## src/rtl/cwi_pkg.sv

```systemverilog
// ----------------------------------------------------------------------------
// cwi_pkg - shared types and constants for the CCI window indicator
// Widths of the price, sum and divider paths, controller state encoding and
// the command/status bundles between controller and datapath.
// ----------------------------------------------------------------------------
package cwi_pkg;

	localparam int PRICE_W    = 24;            // one price field
	localparam int SUM_W      = PRICE_W + 2;   // high + low + close
	localparam int NW         = 5;             // window length register
	localparam int MAX_WINDOW = 16;
	localparam int PTR_W      = 4;             // ring index
	localparam int TOT_W      = SUM_W + PTR_W; // window total, N * S
	localparam int DEV_W      = TOT_W + PTR_W; // sum of absolute deviations
	localparam int DEN_W      = DEV_W + 2;     // 3 * deviation
	localparam int PROD_W     = TOT_W + PTR_W; // magnitude * N
	localparam int MUL_W      = PROD_W + 8;    // times 200
	localparam int FRAC_W     = 8;             // times 256
	localparam int NUM_W      = MUL_W + FRAC_W;
	localparam int Q_W        = 24;            // quotient bits kept
	localparam int SAT_W      = DEN_W + Q_W;
	localparam int DSH_W      = DEN_W + Q_W - 1;
	localparam int OUT_W      = 24;
	localparam int CNT_W      = 5;
	localparam int DIV_STEPS  = Q_W;

	localparam logic [NW-1:0]  WIN_RESET = NW'(10);
	localparam logic [7:0]     SCALE_200 = 8'd200;
	localparam logic [Q_W:0]   LIM_POS   = {2'b00, {(Q_W-1){1'b1}}};
	localparam logic [Q_W:0]   LIM_NEG   = {2'b01, {(Q_W-1){1'b0}}};

	typedef enum logic [3:0] {
		ST_IDLE,
		ST_START,
		ST_SUM,
		ST_DEV,
		ST_FLUSH1,
		ST_FLUSH2,
		ST_PREP,
		ST_MUL1,
		ST_MUL2,
		ST_DINIT,
		ST_DIV,
		ST_ROUND,
		ST_FIN
	} state_t;

	typedef struct packed {
		logic load;
		logic cnt_clr;
		logic cnt_inc;
		logic rd_issue;
		logic rd_dev;
		logic prep;
		logic mul1;
		logic mul2;
		logic div_init;
		logic div_step;
		logic round;
		logic finish;
	} cmd_t;

	typedef struct packed {
		logic ready;
		logic pass_last;
		logic div_last;
		logic zero_dev;
		logic out_free;
	} sts_t;

	// 0 acts as 1, anything above the ring depth acts as the ring depth
	function automatic logic [NW-1:0] eff_window(input logic [NW-1:0] wl);
		logic [NW-1:0] n;
		n = wl;
		if (wl == '0)
			n = NW'(1);
		else if (wl > NW'(MAX_WINDOW))
			n = NW'(MAX_WINDOW);
		return n;
	endfunction

endpackage

```

## src/rtl/cwi_if.sv

```systemverilog
// ----------------------------------------------------------------------------
// cwi_if - valid/ready channels of the CCI window indicator
// Price bar input, index result output and window length write channel.
// ----------------------------------------------------------------------------
interface cwi_in_if;
	logic                         valid;
	logic                         ready;
	logic [cwi_pkg::PRICE_W-1:0]  high_price;
	logic [cwi_pkg::PRICE_W-1:0]  low_price;
	logic [cwi_pkg::PRICE_W-1:0]  close_price;

	modport source (output valid, output high_price, output low_price,
		output close_price, input ready);
	modport sink (input valid, input high_price, input low_price,
		input close_price, output ready);
endinterface

interface cwi_out_if;
	logic                              valid;
	logic                              ready;
	logic signed [cwi_pkg::OUT_W-1:0]  cci_value;
	logic                              window_ready;
	logic                              zero_deviation;

	modport source (output valid, output cci_value, output window_ready,
		output zero_deviation, input ready);
	modport sink (input valid, input cci_value, input window_ready,
		input zero_deviation, output ready);
endinterface

interface cwi_cfg_if;
	logic                    valid;
	logic                    ready;
	logic [cwi_pkg::NW-1:0]  window_length;

	modport source (output valid, output window_length, input ready);
	modport sink (input valid, input window_length, output ready);
endinterface

```

## src/rtl/cci_window_indicator_unit.sv

```systemverilog
// ----------------------------------------------------------------------------
// cci_window_indicator_unit - commodity channel index over a bar window
// Pace: set by the two ring passes and the 24-step serial divider, one bar in
//   flight at a time; a zero deviation skips the scaling and divide, and a
//   window that is still filling skips the ring passes as well.
// Reset: arst_n clears the ring pointer, bar count and result valid and sets
//   the window length to 10; ring contents stay undefined until written.
// ----------------------------------------------------------------------------
//
// Function
//   Each bar beat gives S = high + low + close (three times the typical
//   price). The bar is measured against the N bars before it; it enters the
//   ring only once its own index is done. With T the window sum and
//   D = sum |N*S_i - T|, the index times 256 is
//     (N*S - T) * N * 200 * 256 / (3 * D)
//   rounded to nearest, ties away from zero, and saturated to signed 24 bits.
//
// Flow per bar
//   START   branch on ready = (bars seen >= N), captured with the bar beat; not ready goes to FIN
//   SUM     N ring reads, newest first, accumulated into T
//   DEV     N ring reads again, |N*S_i - T| accumulated into D
//   FLUSH   FLUSH1 and FLUSH2 let the read and product registers drain
//   PREP    sign and magnitude of N*S - T, 3*D, zero-deviation check
//   MUL     magnitude * N, then * 200 and shifted by eight fraction bits
//   DIV     24-step restoring divide, out-of-range numerator marked first
//   ROUND   round, clamp, negate
//   FIN     result register loaded once the previous beat has been taken;
//           the ring write and bar count update happen here too
//
// Window length writes are taken at any time (ready tied high); they are
// only meaningful while the unit is idle.
// ----------------------------------------------------------------------------
module cci_window_indicator_unit (
	input  logic        clk,
	input  logic        arst_n,
	cwi_in_if.sink      bar,
	cwi_out_if.source   res,
	cwi_cfg_if.sink     cfg
);
	import cwi_pkg::*;

	cmd_t             cmd;
	sts_t             sts;
	logic [OUT_W-1:0] cci_raw;

	// Sequencer: owns the bar handshake, issues one command set per cycle
	cwi_ctrl u_ctrl (
		.clk      (clk),
		.arst_n   (arst_n),
		.in_valid (bar.valid),
		.in_ready (bar.ready),
		.sts      (sts),
		.cmd      (cmd)
	);

	// Datapath: ring, accumulators, divider and the output register that
	// decouples the result beat from the next bar
	cwi_dp u_dp (
		.clk            (clk),
		.arst_n         (arst_n),
		.high_price     (bar.high_price),
		.low_price      (bar.low_price),
		.close_price    (bar.close_price),
		.cfg_valid      (cfg.valid),
		.cfg_data       (cfg.window_length),
		.cmd            (cmd),
		.sts            (sts),
		.out_valid      (res.valid),
		.out_ready      (res.ready),
		.cci_value      (cci_raw),
		.window_ready   (res.window_ready),
		.zero_deviation (res.zero_deviation)
	);

	assign res.cci_value = $signed(cci_raw);

	// Single register, always writable
	assign cfg.ready = 1'b1;

endmodule

```

## src/rtl/cwi_ctrl.sv

```systemverilog
// ----------------------------------------------------------------------------
// cwi_ctrl - sequencing FSM for the CCI window indicator
// Steps one bar through window sum, deviation pass, scaling and division.
// ----------------------------------------------------------------------------
module cwi_ctrl (
	input  logic           clk,
	input  logic           arst_n,
	input  logic           in_valid,
	output logic           in_ready,
	input  cwi_pkg::sts_t  sts,
	output cwi_pkg::cmd_t  cmd
);
	import cwi_pkg::*;

	state_t state_q;
	state_t state_d;

	always_ff @(posedge clk or negedge arst_n) begin
		if (!arst_n)
			state_q <= ST_IDLE;
		else
			state_q <= state_d;
	end

	always_comb begin
		state_d = state_q;
		unique case (state_q)
			ST_IDLE:   if (in_valid) state_d = ST_START;
			ST_START:  state_d = sts.ready ? ST_SUM : ST_FIN;
			ST_SUM:    if (sts.pass_last) state_d = ST_DEV;
			ST_DEV:    if (sts.pass_last) state_d = ST_FLUSH1;
			ST_FLUSH1: state_d = ST_FLUSH2;
			ST_FLUSH2: state_d = ST_PREP;
			ST_PREP:   state_d = sts.zero_dev ? ST_FIN : ST_MUL1;
			ST_MUL1:   state_d = ST_MUL2;
			ST_MUL2:   state_d = ST_DINIT;
			ST_DINIT:  state_d = ST_DIV;
			ST_DIV:    if (sts.div_last) state_d = ST_ROUND;
			ST_ROUND:  state_d = ST_FIN;
			ST_FIN:    if (sts.out_free) state_d = ST_IDLE;
			default:   state_d = ST_IDLE;
		endcase
	end

	always_comb begin
		cmd      = '0;
		in_ready = 1'b0;
		unique case (state_q)
			ST_IDLE: begin
				in_ready = 1'b1;
				cmd.load = in_valid;
			end
			ST_START: cmd.cnt_clr = 1'b1;
			ST_SUM: begin
				cmd.rd_issue = 1'b1;
				cmd.cnt_inc  = 1'b1;
				cmd.cnt_clr  = sts.pass_last;
			end
			ST_DEV: begin
				cmd.rd_issue = 1'b1;
				cmd.rd_dev   = 1'b1;
				cmd.cnt_inc  = 1'b1;
			end
			ST_FLUSH1, ST_FLUSH2: ;
			ST_PREP:  cmd.prep = 1'b1;
			ST_MUL1:  cmd.mul1 = 1'b1;
			ST_MUL2:  cmd.mul2 = 1'b1;
			ST_DINIT: begin
				cmd.div_init = 1'b1;
				cmd.cnt_clr  = 1'b1;
			end
			ST_DIV: begin
				cmd.div_step = 1'b1;
				cmd.cnt_inc  = 1'b1;
			end
			ST_ROUND: cmd.round  = 1'b1;
			ST_FIN:   cmd.finish = sts.out_free;
			default: ;
		endcase
	end

endmodule

```

## src/rtl/cwi_dp.sv

```systemverilog
// ----------------------------------------------------------------------------
// cwi_dp - datapath of the CCI window indicator
// Typical price ring, sum and deviation accumulators, scaling multipliers,
// restoring divider with rounding and saturation, result register.
// ----------------------------------------------------------------------------
module cwi_dp (
	input  logic                          clk,
	input  logic                          arst_n,
	input  logic [cwi_pkg::PRICE_W-1:0]   high_price,
	input  logic [cwi_pkg::PRICE_W-1:0]   low_price,
	input  logic [cwi_pkg::PRICE_W-1:0]   close_price,
	input  logic                          cfg_valid,
	input  logic [cwi_pkg::NW-1:0]        cfg_data,
	input  cwi_pkg::cmd_t                 cmd,
	output cwi_pkg::sts_t                 sts,
	output logic                          out_valid,
	input  logic                          out_ready,
	output logic [cwi_pkg::OUT_W-1:0]     cci_value,
	output logic                          window_ready,
	output logic                          zero_deviation
);
	import cwi_pkg::*;

	// control state
	logic [NW-1:0]    win_len_q;
	logic [PTR_W-1:0] ptr_q;
	logic [NW-1:0]    bars_seen_q;
	logic [CNT_W-1:0] cnt_q;
	logic             rd_vld_s1;
	logic             rd_dev_s1;
	logic             dev_vld_s2;
	logic             out_valid_q;

	// payload
	logic [SUM_W-1:0] ring_q [MAX_WINDOW];
	logic [SUM_W-1:0] rd_data_s1;
	logic [TOT_W-1:0] prod_s2;
	logic [SUM_W-1:0] s_cur_q;
	logic [NW-1:0]    n_q;
	logic             ready_q;
	logic [TOT_W-1:0] a_q;
	logic [TOT_W-1:0] total_q;
	logic [DEV_W-1:0] dev_q;
	logic [TOT_W-1:0] mag_q;
	logic             neg_q;
	logic             zero_q;
	logic [DEN_W-1:0] den_q;
	logic [PROD_W-1:0] prod_q;
	logic [NUM_W-1:0] num_q;
	logic             sat_q;
	logic [NUM_W-1:0] rem_q;
	logic [DSH_W-1:0] dsh_q;
	logic [Q_W-1:0]   q_q;
	logic [OUT_W-1:0] val_q;
	logic [OUT_W-1:0] cci_q;
	logic             wr_q;
	logic             zd_q;

	logic [SUM_W-1:0] s_in;
	logic [PTR_W-1:0] rd_addr;
	logic [TOT_W-1:0] abs_dev;
	logic [DSH_W-1:0] rem_x;
	logic             rem_ge;
	logic             rnd_up;
	logic [Q_W:0]     q_rnd;
	logic [Q_W:0]     lim;
	logic [Q_W:0]     mag_c;

	always_comb begin
		s_in    = SUM_W'(high_price) + SUM_W'(low_price) + SUM_W'(close_price);
		// newest entry first: ptr - 1 - k
		rd_addr = ptr_q + ~cnt_q[PTR_W-1:0];
		abs_dev = (prod_s2 >= total_q) ? (prod_s2 - total_q) : (total_q - prod_s2);
		rem_x   = DSH_W'(rem_q);
		rem_ge  = rem_x >= dsh_q;
		rnd_up  = {rem_q[DEN_W-1:0], 1'b0} >= {1'b0, den_q};
		q_rnd   = {1'b0, q_q} + (Q_W+1)'(rnd_up);
		lim     = neg_q ? LIM_NEG : LIM_POS;
		mag_c   = (sat_q || (q_rnd > lim)) ? lim : q_rnd;
	end

	always_comb begin
		sts.ready     = ready_q;
		sts.pass_last = cnt_q == (n_q - NW'(1));
		sts.div_last  = cnt_q == CNT_W'(DIV_STEPS - 1);
		sts.zero_dev  = dev_q == '0;
		sts.out_free  = !out_valid_q || out_ready;
	end

	always_ff @(posedge clk or negedge arst_n) begin
		if (!arst_n) begin
			win_len_q   <= WIN_RESET;
			ptr_q       <= '0;
			bars_seen_q <= '0;
			cnt_q       <= '0;
			rd_vld_s1   <= 1'b0;
			rd_dev_s1   <= 1'b0;
			dev_vld_s2  <= 1'b0;
			out_valid_q <= 1'b0;
		end else begin
			if (cfg_valid)
				win_len_q <= cfg_data;
			if (cmd.cnt_clr)
				cnt_q <= '0;
			else if (cmd.cnt_inc)
				cnt_q <= cnt_q + CNT_W'(1);
			rd_vld_s1  <= cmd.rd_issue;
			rd_dev_s1  <= cmd.rd_dev;
			dev_vld_s2 <= rd_vld_s1 && rd_dev_s1;
			if (cmd.finish) begin
				ptr_q       <= ptr_q + PTR_W'(1);
				if (bars_seen_q < n_q)
					bars_seen_q <= bars_seen_q + NW'(1);
				out_valid_q <= 1'b1;
			end else if (out_ready) begin
				out_valid_q <= 1'b0;
			end
		end
	end

	// ring storage, registered read
	always_ff @(posedge clk) begin
		if (cmd.finish)
			ring_q[ptr_q] <= s_cur_q;
		if (cmd.rd_issue)
			rd_data_s1 <= ring_q[rd_addr];
	end

	always_ff @(posedge clk) begin
		a_q     <= TOT_W'(TOT_W'(n_q) * TOT_W'(s_cur_q));
		prod_s2 <= TOT_W'(TOT_W'(n_q) * TOT_W'(rd_data_s1));

		if (cmd.load) begin
			s_cur_q <= s_in;
			n_q     <= eff_window(win_len_q);
			ready_q <= bars_seen_q >= eff_window(win_len_q);
			total_q <= '0;
			dev_q   <= '0;
		end else begin
			if (rd_vld_s1 && !rd_dev_s1)
				total_q <= total_q + TOT_W'(rd_data_s1);
			if (dev_vld_s2)
				dev_q <= dev_q + DEV_W'(abs_dev);
		end

		if (cmd.prep) begin
			neg_q  <= a_q < total_q;
			mag_q  <= (a_q < total_q) ? (total_q - a_q) : (a_q - total_q);
			den_q  <= DEN_W'(dev_q) + DEN_W'({dev_q, 1'b0});
			zero_q <= dev_q == '0;
		end
		if (cmd.mul1)
			prod_q <= PROD_W'(PROD_W'(mag_q) * PROD_W'(n_q));
		if (cmd.mul2)
			num_q <= {MUL_W'(MUL_W'(prod_q) * MUL_W'(SCALE_200)), {FRAC_W{1'b0}}};

		if (cmd.div_init) begin
			sat_q <= SAT_W'(num_q) >= {den_q, {Q_W{1'b0}}};
			rem_q <= num_q;
			dsh_q <= {den_q, {(Q_W-1){1'b0}}};
			q_q   <= '0;
		end else if (cmd.div_step) begin
			if (rem_ge)
				rem_q <= NUM_W'(rem_x - dsh_q);
			q_q   <= {q_q[Q_W-2:0], rem_ge};
			dsh_q <= dsh_q >> 1;
		end

		if (cmd.round)
			val_q <= neg_q ? (~mag_c[OUT_W-1:0] + OUT_W'(1)) : mag_c[OUT_W-1:0];

		if (cmd.finish) begin
			cci_q <= (ready_q && !zero_q) ? val_q : '0;
			wr_q  <= ready_q;
			zd_q  <= ready_q && zero_q;
		end
	end

	assign out_valid      = out_valid_q;
	assign cci_value      = cci_q;
	assign window_ready   = wr_q;
	assign zero_deviation = zd_q;

endmodule

```

## src/flat_wrapper.sv

```systemverilog
// flat-port wrapper written by rule: the top's interface ports become plain ports
module cci_window_indicator_unit_flat import cwi_pkg::*;
  (clk, arst_n, bar_valid, bar_high_price, bar_low_price, bar_close_price, bar_ready, res_valid, res_cci_value, res_window_ready, res_zero_deviation, res_ready, cfg_valid, cfg_window_length, cfg_ready);
  cwi_in_if bar_i ();
  cwi_out_if res_i ();
  cwi_cfg_if cfg_i ();
  input  logic clk;
  input  logic arst_n;
  input wire logic [$bits(bar_i.valid)-1:0] bar_valid;
  input wire logic [$bits(bar_i.high_price)-1:0] bar_high_price;
  input wire logic [$bits(bar_i.low_price)-1:0] bar_low_price;
  input wire logic [$bits(bar_i.close_price)-1:0] bar_close_price;
  output wire logic [$bits(bar_i.ready)-1:0] bar_ready;
  output wire logic [$bits(res_i.valid)-1:0] res_valid;
  output wire logic [$bits(res_i.cci_value)-1:0] res_cci_value;
  output wire logic [$bits(res_i.window_ready)-1:0] res_window_ready;
  output wire logic [$bits(res_i.zero_deviation)-1:0] res_zero_deviation;
  input wire logic [$bits(res_i.ready)-1:0] res_ready;
  input wire logic [$bits(cfg_i.valid)-1:0] cfg_valid;
  input wire logic [$bits(cfg_i.window_length)-1:0] cfg_window_length;
  output wire logic [$bits(cfg_i.ready)-1:0] cfg_ready;
  assign bar_i.valid = bar_valid;
  assign bar_i.high_price = bar_high_price;
  assign bar_i.low_price = bar_low_price;
  assign bar_i.close_price = bar_close_price;
  assign bar_ready = bar_i.ready;
  assign res_valid = res_i.valid;
  assign res_cci_value = res_i.cci_value;
  assign res_window_ready = res_i.window_ready;
  assign res_zero_deviation = res_i.zero_deviation;
  assign res_i.ready = res_ready;
  assign cfg_i.valid = cfg_valid;
  assign cfg_i.window_length = cfg_window_length;
  assign cfg_ready = cfg_i.ready;
  cci_window_indicator_unit u_core (.clk(clk), .arst_n(arst_n), .bar(bar_i), .res(res_i), .cfg(cfg_i));
endmodule
```

## config.mk

```make
export PLATFORM = sky130hd
export DESIGN_NAME = cci_window_indicator_unit_flat
export DESIGN_NICKNAME = d
export VERILOG_FILES = /design/src/rtl/cwi_pkg.sv /design/src/rtl/cwi_if.sv /design/src/rtl/cci_window_indicator_unit.sv /design/src/rtl/cwi_ctrl.sv /design/src/rtl/cwi_dp.sv /design/src/flat_wrapper.sv
export SDC_FILE = /design/constraint.sdc
export NUM_CORES = 2
export LEC_CHECK = 0
export BUFFER_PORTS_ARGS = -buffer_cell sky130_fd_sc_hd__buf_2
export CAP_MARGIN = 20
export CORE_MARGIN = 8
export CORE_UTILIZATION = 55
export DETAILED_ROUTE_END_ITERATION = 7
export PLACE_DENSITY_LB_ADDON = 0.15
export SLEW_MARGIN = 30
export SYNTH_ARGS = -nofsm -noshare
export SYNTH_HDL_FRONTEND = slang
export SYNTH_HIERARCHICAL = 1
export SYNTH_SLANG_ARGS = --single-unit
export TNS_END_PERCENT = 10
```

## constraint.sdc

```tcl
create_clock -name clk -period 10.94 [get_ports clk]
set_input_delay 0.547 -clock clk [delete_from_list [all_inputs] [get_ports clk]]
set_output_delay 0.547 -clock clk [all_outputs]
set_load 0.1 [all_outputs]
```

==> results.sh <==
export IMPL_whs_endpoint="u_core/u_dp/win_len_q[4]"
export IMPL_syn_nets=7409
export IMPL_finalWirelength_mm=170.7
export IMPL_fillCellCount=10201
export IMPL_row_count=128
export IMPL_overflow=0
export IMPL_clkTransAtPathRegs_ns=0.06
export IMPL_grt_max_degree=95
export IMPL_max_stage_delay_ns=0.62
export IMPL_cp_end_kind="flip-flop"
export IMPL_htree_levels=3
export IMPL_wl_per_cell_um=20.87
export IMPL_critPathRequiredTime_ns=11.38
export IMPL_synth_main_ff_cell="edfxtp_1"
export IMPL_critPathLaunchType="flip-flop"
export IMPL_design_area_um2=73210
export IMPL_clock_skew_ns=0.04859
export IMPL_viasPerCell=5.816
export IMPL_die_w_um=366.1
export IMPL_dieArea_um2=134000
export IMPL_hold_depth=2
export IMPL_total_power_mw=7.606
export IMPL_synth_top_area_share_pct=33.50
export IMPL_num_antenna_cells=0
export IMPL_rr_startpoint="u_core/u_dp/rem_q[1]"
export IMPL_min_period_ns=9.006
export IMPL_crit_start="u_core/u_dp/rem_q[1]"
export IMPL_drc=0
export IMPL_final_layout_size_suffix_gt1_share_pct=7.981
export IMPL_drt_iter0_markers=3226
export IMPL_yosysTopAreaCell="edfxtp_1"
export IMPL_fin_crit_sh_pct=82.32
export IMPL_worstPathMaxFanout=22
export IMPL_layout_commonest_cell="edfxtp_1"
export IMPL_ir_drop_mv=0.1606
export IMPL_rsz0062_at_grt="no"
export IMPL_fmax_mhz=111.0
export IMPL_power_density_nw_per_um2=103.9
export IMPL_dpl_cell_area_um2=69640
export IMPL_outcome="finished clean"
export IMPL_ys_types=105
export IMPL_crit_arrival_ns=9.44
export IMPL_die_h_um=366.1
export IMPL_synthArstFlopShare_pct=2.842
export IMPL_ant_nets=0
export IMPL_firstDrtPassIters=6
export IMPL_synth_seq_area_share_pct=39.58
export IMPL_cts_inserted_buffers=106
export IMPL_path_common_cell="ha_1"
export IMPL_final_cell_mix="752 x edfxtp_1, 649 x inv_1, 630 x ha_1, 628 x nand2_1, 426 x a21oi_1"
export IMPL_ys_top_cells_by_area="edfxtp_1 33%, ha_1 12%, fa_1 8.6%"
export IMPL_hold_ws_ns=0.09575
export IMPL_clk_latency_ns=0.73
export IMPL_drv_cap=0
export IMPL_grt_total_usage_pct=24.99
export IMPL_postCtsSetupBuffers=0
export IMPL_min_from="cfg_valid"
export IMPL_nets=7467
export IMPL_synthToLayoutAreaGrowth_pct=8.591
export IMPL_clk_root_buffer_cell="clkbuf_16"
export IMPL_synth_area_um2=67410
export IMPL_hold_path_class="input port to flip-flop"
export IMPL_synth_edf_count=752
export IMPL_syn_avg_cell_area_um2=10.52
export IMPL_hold_viol=0
export IMPL_dpl_hpwl_mm=126.7
export IMPL_slew_headroom_pct=39.16
export IMPL_post_cts_resized=0
export IMPL_grt_pass1_vias=48923
export IMPL_criticalPathCategory="flip-flop to flip-flop"
export IMPL_io_pins=111
export IMPL_reg2reg_depth=32
export IMPL_tns_ns=0
export IMPL_p_leak_nw=31.08
export IMPL_grt_pass1_wl_mm=270.1
export IMPL_place_congestion=0.9394
export IMPL_cts_tree="built"
export IMPL_slew_violations=0
export IMPL_clock_sinks=950
export IMPL_tightest_slew_ns=0.9126
export IMPL_antenna_found_initial=0
export IMPL_portBuffers=109
export IMPL_synth_cells=6408
export IMPL_coreArea_um2=121700
export IMPL_r2r_setup_slack_ns=1.93
export IMPL_clk_path_buf_depth=3
export IMPL_setup_viol=0
export IMPL_slowest_stage="nor3_1"
export IMPL_synth_seq_cells=950
export IMPL_start_util_pct=55.39
export IMPL_ys_warn_count=6
export IMPL_vias=47565
export IMPL_timing_rr_end="u_core/u_dp/val_q[20]"
## critical path: cells and delay by family (launching register included)
family	cells	cell delay, ns
and+or+nand+nor	10	3.06
AOI/OAI and AO/OA	14	2.68
adders and majority gates	4	1.50
buffers and inverters	2	0.46
DFF	1	0.43
xor gates and xnor gates	1	0.30
muxes	1	0.28
## timing repair
action	4_1_cts	5_1_grt
hold endpoints to repair	30	0
hold buffers	6	0
setup endpoints to repair	0	0
## cell type report
cell class	instances	area, um2	share of cell area (%)
Clock buffer	142	2955	4.037
Clock inverter	53	544.3	0.7435
Inverter	650	2442	3.336
Multi-Input combinational cell	4585	37480	51.20
Sequential cell	950	26680	36.45
Tap cell	1625	2033	2.777
Timing Repair Buffer	173	1065	1.454
## cells in the mapped netlist (23+ instances only)
cell type,n
edfxtp_1,752
a21o_1,204
o21a_1,66
nor2b_1,58
a31oi_1,62
nand2b_1,70
dfxtp_1,171
nand3_1,85
a21oi_1,426
inv_1,649
o31ai_1,26
o21ai_0,269
xor2_1,112
nand4_1,51
mux4_2,104
fa_1,288
o21bai_1,57
and3_1,42
o211ai_1,23
mux2i_1,89
nand2_1,628
clkbuf_1,173
dfrtp_1,25
xnor2_1,232
nor3_1,69
a211oi_1,71
or3_1,23
nor2_1,336
and2_1,265
ha_1,631
## flip-flops by register name, summed over array words and instances (netlist names), 24 cells and up
register,count
u_core/u_dp/a_q,30
u_core/u_dp/cci_value,24
u_core/u_dp/den_q,36
u_core/u_dp/dev_q,34
u_core/u_dp/dsh_q,59
u_core/u_dp/mag_q,30
u_core/u_dp/num_q,39
u_core/u_dp/prod_q,34
u_core/u_dp/prod_s2,30
u_core/u_dp/q_q,24
u_core/u_dp/rd_data_s1,26
u_core/u_dp/rem_q,50
u_core/u_dp/ring_q,416
u_core/u_dp/s_cur_q,26
u_core/u_dp/total_q,30
u_core/u_dp/val_q,24
## stage by stage
step	util, %	instances	setup WS, ns
2_1_floorplan	-	6408	3.830
3_3_place_gp	57.19	7976	2.263
3_5_place_dp	57.22	7977	2.029
4_1_cts	60.14	8178	1.985
5_1_grt	60.14	8178	1.199
6_report	60.14	8178	1.934
## worst max path at each step
| stage | endpoint | slack [ns] |
|---|---|---|
| 6_report | u_core/u_dp/val_q[20] | 1.93 |
| 5_1_grt | u_core/u_dp/val_q[20] | 1.20 |
| 4_1_cts | u_core/u_dp/val_q[20] | 1.99 |
| 3_5_place_dp | u_core/u_dp/val_q[20] | 2.03 |
| 3_3_place_gp | u_core/u_dp/val_q[20] | 2.26 |
| 2_1_floorplan | u_core/u_dp/val_q[16] | 3.83 |
## metal layers
| metal | vias up | global-route usage (%) | part of all wire [%] |
|---|---|---|---|
| met5 | - | 0 | 0 |
| met4 | 0 | 8.934 | 4.0 |
| met3 | 350 | 2.937 | 3.9 |
| met2 | 1142 | 46.06 | 51 |
| met1 | 23286 | 30.02 | 41 |
| li1 | 22787 | - | - |
## power breakdown
part	internal (mW)	leakage (nW)	switching (mW)
clock network	2.03	1.67	1.52
logic	0.0866	21.1	0.109
registers	3.86	8.31	0.00157
total	5.98	31.1	1.63
## cell families after synthesis
kind of cell             after synthesis  share of synthesized area (%)
AND/OR/NAND/NOR                     1725                          12.44
AO/OA/AOI/OAI                       1393                          13.25
flip-flops                           950                          39.58
adder cells (fa/ha/maj)              919                          20.26
buffers and inverters                873                          5.009
XOR/XNOR                             346                          4.517
multiplexers                         201                          4.941
other                                  1                       0.005563
Power figures use the tool's default switching activity.
